[config.mk]
export PLATFORM = sky130hd
export DESIGN_NAME = rational_arith_reduce
export DESIGN_NICKNAME = d
export VERILOG_FILES = /design/src/hw/rtl/rar_pkg.sv /design/src/hw/rtl/rar_front.sv /design/src/hw/rtl/rar_divu.sv /design/src/hw/rtl/rar_back.sv /design/src/hw/rtl/rational_arith_reduce.sv
export SDC_FILE = /design/constraint.sdc
export NUM_CORES = 2
export LEC_CHECK = 0
export BUFFER_PORTS_ARGS = -buffer_cell sky130_fd_sc_hd__buf_2
export CAP_MARGIN = 20
export CORE_AREA = 10 10 432 434
export CTS_CLUSTER_DIAMETER = 100
export DETAILED_ROUTE_END_ITERATION = 10
export DIE_AREA = 0 0 442 444
export PLACE_DENSITY_LB_ADDON = 0.12
export SETUP_SLACK_MARGIN = 0.1
export SYNTH_ARGS = -nofsm -noshare
export SYNTH_HDL_FRONTEND = slang
export SYNTH_HIERARCHICAL = 1
export SYNTH_SLANG_ARGS = --single-unit
[constraint.sdc]
create_clock -name clk_i -period 8.4 [get_ports clk_i]
set_input_delay 1.68 -clock clk_i [delete_from_list [all_inputs] [get_ports clk_i]]
set_output_delay 1.68 -clock clk_i [all_outputs]
set_load 0.01 [all_outputs]
[src/hw/rtl/rar_pkg.sv]
package rar_pkg;

  localparam int unsigned OperandWidthDef = 16;
  localparam int unsigned ResNumW = 32;
  localparam int unsigned ResDenW = 31;

  typedef enum logic [1:0] {
    ActAdd = 2'd0,
    ActSub = 2'd1,
    ActMul = 2'd2,
    ActDiv = 2'd3
  } action_e;

endpackage

[src/hw/rtl/rar_front.sv]
module rar_front import rar_pkg::*; #(
  parameter int unsigned OperandWidth = OperandWidthDef,
  parameter int unsigned ProdW = 2 * OperandWidth + 1
) (
  input  logic                    clk_i,
  input  logic                    rst_ni,
  input  logic                    in_valid_i,
  output logic                    in_stall_o,
  input  logic [1:0]              action_i,
  input  logic [OperandWidth-1:0] a_num_i,
  input  logic [OperandWidth-2:0] a_den_i,
  input  logic [OperandWidth-1:0] b_num_i,
  input  logic [OperandWidth-2:0] b_den_i,
  output logic                    q_valid_o,
  input  logic                    q_stall_i,
  output logic [ProdW-1:0]        q_nm_o,
  output logic [ProdW-1:0]        q_dm_o,
  output logic                    q_neg_o,
  output logic                    q_dz_o,
  output logic                    q_bad_o
);

  typedef enum logic [2:0] {
    StIdle = 3'b001,
    StMul  = 3'b010,
    StSum  = 3'b100
  } fstate_e;

  localparam int unsigned MulW = 2 * OperandWidth;

  fstate_e state_q, state_d;
  logic [1:0] act_q;
  logic signed [OperandWidth-1:0] an_q, bn_q;
  logic signed [OperandWidth:0] ad_q, bd_q;
  logic signed [MulW-1:0] p1_q, p2_q, p3_q;
  logic signed [MulW-1:0] p1_d, p2_d, p3_d;
  logic signed [ProdW-1:0] num, den;
  logic vld_q, nxt_vld;
  logic [ProdW-1:0] nm_q, dm_q;
  logic neg_q, dz_q, bad_q;

  assign in_stall_o = (state_q != StIdle);

  always_comb begin
    p1_d = MulW'(an_q) * MulW'(bd_q);
    p2_d = MulW'(bn_q) * MulW'(ad_q);
    p3_d = MulW'(ad_q) * MulW'(bd_q);
    case (act_q)
      ActMul: begin
        p1_d = MulW'(an_q) * MulW'(bn_q);
      end
      ActDiv: begin
        p3_d = MulW'(ad_q) * MulW'(bn_q);
      end
      default: ;
    endcase
  end

  always_comb begin
    num = ProdW'(p1_q);
    den = ProdW'(p3_q);
    case (act_q)
      ActAdd: num = ProdW'(p1_q) + ProdW'(p2_q);
      ActSub: num = ProdW'(p1_q) - ProdW'(p2_q);
      default: ;
    endcase
  end

  assign nxt_vld = vld_q && q_stall_i;

  always_comb begin
    state_d = state_q;
    case (state_q)
      StIdle: if (in_valid_i) state_d = StMul;
      StMul:  state_d = StSum;
      StSum:  if (!nxt_vld) state_d = StIdle;
      default: state_d = StIdle;
    endcase
  end

  always_ff @(posedge clk_i or negedge rst_ni) begin
    if (!rst_ni) begin
      state_q <= StIdle;
      vld_q   <= 1'b0;
    end else begin
      state_q <= state_d;
      if (state_q == StSum && !nxt_vld) vld_q <= 1'b1;
      else if (!q_stall_i) vld_q <= 1'b0;
    end
  end

  always_ff @(posedge clk_i) begin
    if (state_q == StIdle && in_valid_i) begin
      act_q <= action_i;
      an_q  <= a_num_i;
      bn_q  <= b_num_i;
      ad_q  <= {2'b00, a_den_i};
      bd_q  <= {2'b00, b_den_i};
    end
    if (state_q == StMul) begin
      p1_q <= p1_d;
      p2_q <= p2_d;
      p3_q <= p3_d;
    end
    if (state_q == StSum && !nxt_vld) begin
      dz_q  <= (act_q == ActDiv) && (bn_q == '0);
      bad_q <= (den == '0);
      nm_q  <= num[ProdW-1] ? ProdW'(-num) : num;
      dm_q  <= den[ProdW-1] ? ProdW'(-den) : den;
      neg_q <= num[ProdW-1] ^ den[ProdW-1];
    end
  end

  assign q_valid_o = vld_q;
  assign q_nm_o    = nm_q;
  assign q_dm_o    = dm_q;
  assign q_neg_o   = neg_q;
  assign q_dz_o    = dz_q;
  assign q_bad_o   = bad_q;

endmodule

[src/hw/rtl/rar_divu.sv]
module rar_divu #(
  parameter int unsigned W = 33
) (
  input  logic         clk_i,
  input  logic         rst_ni,
  input  logic         start_i,
  input  logic [W-1:0] dividend_i,
  input  logic [W-1:0] divisor_i,
  output logic         done_o,
  output logic [W-1:0] quot_o,
  output logic [W-1:0] rem_o
);

  localparam int unsigned CntW = $clog2(W + 1);

  logic [CntW-1:0] cnt_q;
  logic            busy_q;
  logic            done_q;
  logic [W-1:0]    q_q, r_q, d_q;
  logic [W:0]      trial;
  logic [W:0]      shifted;

  assign shifted = {r_q, q_q[W-1]};
  assign trial   = shifted - {1'b0, d_q};

  always_ff @(posedge clk_i or negedge rst_ni) begin
    if (!rst_ni) begin
      busy_q <= 1'b0;
      done_q <= 1'b0;
      cnt_q  <= '0;
    end else if (start_i) begin
      busy_q <= 1'b1;
      done_q <= 1'b0;
      cnt_q  <= CntW'(W);
    end else if (busy_q) begin
      cnt_q  <= cnt_q - 1'b1;
      done_q <= (cnt_q == CntW'(1));
      if (cnt_q == CntW'(1)) busy_q <= 1'b0;
    end else begin
      done_q <= 1'b0;
    end
  end

  always_ff @(posedge clk_i) begin
    if (start_i) begin
      q_q <= dividend_i;
      r_q <= '0;
      d_q <= divisor_i;
    end else if (busy_q) begin
      if (!trial[W]) begin
        r_q <= trial[W-1:0];
        q_q <= {q_q[W-2:0], 1'b1};
      end else begin
        r_q <= shifted[W-1:0];
        q_q <= {q_q[W-2:0], 1'b0};
      end
    end
  end

  assign done_o = done_q;
  assign quot_o = q_q;
  assign rem_o  = r_q;

endmodule

[src/hw/rtl/rar_back.sv]
module rar_back import rar_pkg::*; #(
  parameter int unsigned ProdW = 33
) (
  input  logic                clk_i,
  input  logic                rst_ni,
  input  logic                q_valid_i,
  output logic                q_stall_o,
  input  logic [ProdW-1:0]    q_nm_i,
  input  logic [ProdW-1:0]    q_dm_i,
  input  logic                q_neg_i,
  input  logic                q_dz_i,
  input  logic                q_bad_i,
  output logic                out_valid_o,
  input  logic                out_stall_i,
  output logic [ResNumW-1:0]  res_num_o,
  output logic [ResDenW-1:0]  res_den_o,
  output logic                div_zero_o
);

  typedef enum logic [5:0] {
    StIdle = 6'b000001,
    StGcd  = 6'b000010,
    StGwt  = 6'b000100,
    StDvn  = 6'b001000,
    StDvd  = 6'b010000,
    StOut  = 6'b100000
  } bstate_e;

  bstate_e state_q, state_d;
  logic [ProdW-1:0] nm_q, dm_q, x_q, y_q, g_q;
  logic neg_q;
  logic start;
  logic [ProdW-1:0] dvd, dvs, quot, rem;
  logic done;
  logic ovld_q;
  logic [ResNumW-1:0] rn_q;
  logic [ResDenW-1:0] rd_q;
  logic dz_q;

  rar_divu #(.W(ProdW)) u_div (
    .clk_i, .rst_ni,
    .start_i(start), .dividend_i(dvd), .divisor_i(dvs),
    .done_o(done), .quot_o(quot), .rem_o(rem)
  );

  assign q_stall_o = (state_q != StIdle) || (ovld_q && out_stall_i);

  always_comb begin
    start = 1'b0;
    dvd   = x_q;
    dvs   = y_q;
    case (state_q)
      StGcd: start = (y_q != '0);
      StDvn: begin
        start = 1'b1;
        dvd   = nm_q;
        dvs   = g_q;
      end
      StDvd: begin
        start = done;
        dvd   = dm_q;
        dvs   = g_q;
      end
      default: ;
    endcase
  end

  always_comb begin
    state_d = state_q;
    case (state_q)
      StIdle: if (q_valid_i && !q_stall_o && !q_dz_i && !q_bad_i) state_d = StGcd;
      StGcd:  state_d = (y_q == '0) ? StDvn : StGwt;
      StGwt:  if (done) state_d = StGcd;
      StDvn:  state_d = StDvd;
      StDvd:  if (done) state_d = StOut;
      StOut:  if (done && !(ovld_q && out_stall_i)) state_d = StIdle;
      default: state_d = StIdle;
    endcase
  end

  always_ff @(posedge clk_i or negedge rst_ni) begin
    if (!rst_ni) begin
      state_q <= StIdle;
      ovld_q  <= 1'b0;
    end else begin
      state_q <= state_d;
      if ((state_q == StIdle && q_valid_i && !q_stall_o && (q_dz_i || q_bad_i)) ||
          (state_q == StOut && state_d == StIdle)) begin
        ovld_q <= 1'b1;
      end else if (!out_stall_i) begin
        ovld_q <= 1'b0;
      end
    end
  end

  always_ff @(posedge clk_i) begin
    if (state_q == StIdle && q_valid_i && !q_stall_o) begin
      nm_q  <= q_nm_i;
      dm_q  <= q_dm_i;
      x_q   <= q_nm_i;
      y_q   <= q_dm_i;
      neg_q <= q_neg_i;
      rn_q  <= '0;
      rd_q  <= '0;
      dz_q  <= q_dz_i;
    end
    if (state_q == StGcd && y_q == '0) g_q <= x_q;
    if (state_q == StGwt && done) begin
      x_q <= y_q;
      y_q <= rem;
    end
    if (state_q == StDvd && done) x_q <= quot;
    if (state_q == StOut && state_d == StIdle) begin
      dz_q <= 1'b0;
      if (x_q == '0) begin
        rn_q <= '0;
        rd_q <= ResDenW'(1);
      end else begin
        rn_q <= neg_q ? ResNumW'(-x_q) : ResNumW'(x_q);
        rd_q <= ResDenW'(quot);
      end
    end
  end

  assign out_valid_o = ovld_q;
  assign res_num_o   = rn_q;
  assign res_den_o   = rd_q;
  assign div_zero_o  = dz_q;

endmodule

[src/hw/rtl/rational_arith_reduce.sv]
// Rational arithmetic with GCD reduction.
// Input channel: in_valid_i / in_stall_o with action_i, a_num_i, a_den_i,
// b_num_i, b_den_i. Output channel: out_valid_o / out_stall_i with
// res_num_o, res_den_o, div_zero_o. A request moves on valid high, stall low.
// The front captures the operands, registers the cross products and
// queues one classified request; the back reduces it and drives the
// output register. The Euclid remainder steps are all carried out by
// one bit-serial divider, which also divides out the GCD. A divide by
// zero or a zero denominator skips the divider.
// One request is reduced at a time; the front may hold the next one.
// Reset clears all valids; no request is in flight afterwards.
// A stalled output holds its value; the back then stops taking requests,
// the queue fills and in_stall_o rises.
module rational_arith_reduce import rar_pkg::*; #(
  parameter int unsigned OPERAND_WIDTH = OperandWidthDef
) (
  input  logic                     clk_i,
  input  logic                     rst_ni,
  input  logic                     in_valid_i,
  output logic                     in_stall_o,
  input  logic [1:0]               action_i,
  input  logic [OPERAND_WIDTH-1:0] a_num_i,
  input  logic [OPERAND_WIDTH-2:0] a_den_i,
  input  logic [OPERAND_WIDTH-1:0] b_num_i,
  input  logic [OPERAND_WIDTH-2:0] b_den_i,
  output logic                     out_valid_o,
  input  logic                     out_stall_i,
  output logic [ResNumW-1:0]       res_num_o,
  output logic [ResDenW-1:0]       res_den_o,
  output logic                     div_zero_o
);

  localparam int unsigned ProdW = 2 * OPERAND_WIDTH + 1;

  logic             q_valid, q_stall, q_neg, q_dz, q_bad;
  logic [ProdW-1:0] q_nm, q_dm;

  rar_front #(.OperandWidth(OPERAND_WIDTH), .ProdW(ProdW)) u_front (
    .clk_i, .rst_ni, .in_valid_i, .in_stall_o,
    .action_i, .a_num_i, .a_den_i, .b_num_i, .b_den_i,
    .q_valid_o(q_valid), .q_stall_i(q_stall),
    .q_nm_o(q_nm), .q_dm_o(q_dm), .q_neg_o(q_neg), .q_dz_o(q_dz), .q_bad_o(q_bad)
  );

  rar_back #(.ProdW(ProdW)) u_back (
    .clk_i, .rst_ni,
    .q_valid_i(q_valid), .q_stall_o(q_stall),
    .q_nm_i(q_nm), .q_dm_i(q_dm), .q_neg_i(q_neg), .q_dz_i(q_dz), .q_bad_i(q_bad),
    .out_valid_o, .out_stall_i, .res_num_o, .res_den_o, .div_zero_o
  );

endmodule

==> run_results.csv <==
group,metric,value,unit
outcome,status,"completed",
timing,fin_crit_sh,0.896,
floorplan,die_h,444,um
clock_tree,h-tree-depth,3,
synth,synthMuxAreaShare,0.0251,
timing,period_needed,7.53,ns
synth,syn_inst,6365,
critical_path,crit_path_end_kind,"flop",
clock_tree,clock-sinks,577,
layout,area_delta_synth_final,9.91,%
flow_run,cap_violations,0,
layout,seqCellArea,16900,sq um
critical_path,cp_cell_sequence,"buf_4 > and2_1 > fa_1 > inv_1 > fa_1 > inv_1 > fa_1 > fa_1 > fa_1 > inv_1 > fa_1 > inv_1 > ha_1 > and2_1 > a22oi_1 > nor2b_1 > o21ai_0 > a211oi_1 > nor2b_1 > a31o_2 > a21o_1 > a21o_1 > xnor2_1 > a21oi_1",
floorplan,die_area,196000,sq um
synth,postSynthAreaPerCell,9.99,sq um
timing,relSlewSlack,0.268,
synth,synth_fa_ha_area_frac,0.358,
clock_tree,post_cts.repair.setup_buffers,0,
floorplan,coreArea,178000,sq um
critical_path,path_class,"flop to flop",
floorplan,row_count,155,
timing,setup_viol,0,
grt,grt_max_degree,70,
clock_tree,path_clk_slew,0.06,ns
place,io_buffers,133,
drt,via_per_inst,5.06,
drt,wirelength,195000,um
drt,ant_nets,0,
synth,synth_top_cell_by_area,"fa_1",
clock_tree,postCtsHoldBufs,0,
grt,antenna_found_initial,13,
critical_path,crit_top_cell,"fa_1",
clock_tree,clock-root-buffer,"clkbuf_16",
clock_tree,cts_inserted_buffers,79,
synth,synth-xor-area-share,0.0399,
critical_path,reg2reg_from,"u_front/bd_q[5]",
synth,yosys_warnings,6,
critical_path,critPathArrivalTime,7.94,ns
synth,synth_area,63600,sq um
place,gp_congestion,0.862,
layout,post-route-util,0.393,
critical_path,required,8.81,ns
drt,wl_per_cell,22.0,um
clock_tree,clock_latency,0.70,ns
clock_tree,cts_resized,0,
grt,grt_overflow,0,
grt,grt_first_pass_wirelength,299000,um
synth,yosysTopAreaCellShare,0.270,
synth,synth_top_family_by_area,"adder cells",
critical_path,path_buf_inv,5,
critical_path,cp_top_family,"adder cells",
timing,achievable-frequency,133,MHz
critical_path,max_stage_delay,1.01,ns
synth,ys_ff_latch,577,
critical_path,path_max_fanout,17,
layout,layout_commonest_cell,"inv_1",
grt,grt_usage,0.197,
layout,layout_common_cells,"1044 x inv_1, 857 x fa_1, 744 x nand2_1, 524 x edfxtp_1, 520 x and2_1",
timing,worstMarginPinSlew,1.10,ns
drt,firstDrtPassIters,6,
layout,fillers,17700,
min_path,holdCritPathClass,"flop to flop",
clock_tree,cts_tree,"yes",
synth,ys_types,109,
floorplan,die_w,442,um
synth,synth_edf_count,524,
critical_path,cp_slowest_cell,"edfxtp_1",
timing,tns,0,ns
layout,multiInputGateArea,41700,sq um
place,dp_hpwl,154000,um
synth,synth_compound_area_frac,0.0831,
clock_tree,clock_path_buffers,3,
layout,drive_above_1_share,0.0853,
layout,nets,7796,
synth,yosysSeqAreaShare,0.266,
grt,grt_pass1_vias,47300,
synth,synth_flop_cell,"edfxtp_1",
drt,drc,0,
synth,synth_nets,7741,
timing,drv_slew,0,
synth,yosys.area_share.simple,0.147,
critical_path,startpoint,"u_front/bd_q[5]",
critical_path,start_kind,"flop",
timing,clock_skew,0.0445,ns
drt,drt_iter0_markers,2620,
synth,synthArstFlopShare,0.0329,
drt,vias,44800,
min_path,min-delay-start,"u_front/q_nm_o[11]",
synth,synthTopCellsByArea,"fa_1 27%, edfxtp_1 25%, ha_1 8.9%",
floorplan,design.portCount,134,
timing,rsz0062_at_grt,"false",
floorplan,start_util,0.358,
timing,finalHoldViolCount,0,
worst register-to-register path, delay by kind of cell (launching register included):
| kind | cells | cell delay, ns |
|---|---|---|
| buffers and inverters | 5 | 0.64 |
| and+or+nand+nor | 4 | 0.73 |
| adders and majority gates | 7 | 3.06 |
| DFF | 1 | 1.01 |
| xor gates and xnor gates | 1 | 0.39 |
| AOI/OAI and AO/OA | 7 | 1.44 |
synth_stat cells (8+ instances only):
master and n:
a211oi_1 22, a21boi_0 8, a21o_1 73, a21oi_1 242
a22oi_1 34, a311oi_1 15, a31oi_1 30, and2_1 520
and3_1 22, buf_1 13, buf_2 18, clkbuf_1 260
dfrtp_1 17, dfxtp_1 34, edfxtp_1 524, fa_1 857
ha_1 451, inv_1 1045, mux2_2 95, mux2i_1 47
nand2_1 746, nand2b_1 43, nand3_1 59, nand3b_1 13
nand4_1 35, nor2_1 271, nor2b_1 20, nor3_1 48
nor4_1 31, o211ai_1 28, o21a_1 21, o21ai_0 152
o21bai_1 32, o311ai_0 10, o31ai_1 37, o41ai_1 17
or2_2 13, or3_1 19, or4_1 10, xnor2_1 184
xor2_1 106
cell type report:
class                   instances  share of cell area
diodes                          6            0.000215
clock buffers                 104              0.0303
clock inverters                40             0.00798
inverters                    1046              0.0562
multi-input cells            4441               0.596
flip-flops and latches        577               0.242
well taps                    2355              0.0421
repair buffers                275              0.0258
metal layers:
| layer | vias to the layer above | global-route usage | part of all wire |
|---|---|---|---|
| li1 | 20700 | - | - |
| met1 | 23000 | 0.256 | 0.44 |
| met2 | 841 | 0.345 | 0.50 |
| met3 | 223 | 0.0242 | 0.037 |
| met4 | 2 | 0.0561 | 0.030 |
| met5 | - | 0 | 0.000067 |
stage by stage:
step | area [sq um] | hold slack (ns) | instances | worst slack [ns]
2_1_floorplan | 63600 | 0.400 | 6365 | 2.01
3_3_place_gp | 67200 | 0.435 | 8690 | 0.928
3_5_place_dp | 67200 | 0.438 | 8692 | 0.863
4_1_cts | 69900 | 0.450 | 8836 | 0.876
5_1_grt | 69900 | 0.470 | 8843 | 0.357
6_report | 69900 | 0.449 | 8844 | 0.871
logic make-up (layout without fill, tap and decap cells):
logic type	after synthesis	in the layout
compound gates	803	803
xor+xnor	290	290
fa+ha+maj	1308	1308
buf+inv	1347	1465
flops	577	577
mux	147	147
other cells	0	6
simple gates	1893	1893
flip-flops by register name, indices dropped and copies added, names as in the netlist, 16 cells and up:
register	flops
u_back/dm_q	33
u_back/g_q	33
u_back/nm_q	33
u_back/res_den_o	31
u_back/res_num_o	32
u_back/u_div/d_q	33
u_back/u_div/quot_o	33
u_back/u_div/rem_o	33
u_back/x_q	33
u_back/y_q	33
u_front/an_q	16
u_front/bn_q	16
u_front/p1_q	32
u_front/p2_q	32
u_front/p3_q	32
u_front/q_dm_o	33
u_front/q_nm_o	33
final timing paths:
check,endpoint,slack [ns],depth (start not counted)
worst max-delay path,u_front/p3_q[25],0.87,24
worst min register to register,u_back/nm_q[11],0.45,0
worst min-delay path,u_back/nm_q[11],0.45,0
max in group asynchronous,u_back/state_q[0],7.07,1
min in group asynchronous,u_back/u_div/cnt_q[1],0.94,1
worst max register to register,u_front/p3_q[25],0.87,24
Power is not shown: default switching activity piles up to over one toggle a cycle in this logic, so the estimate is an artifact.
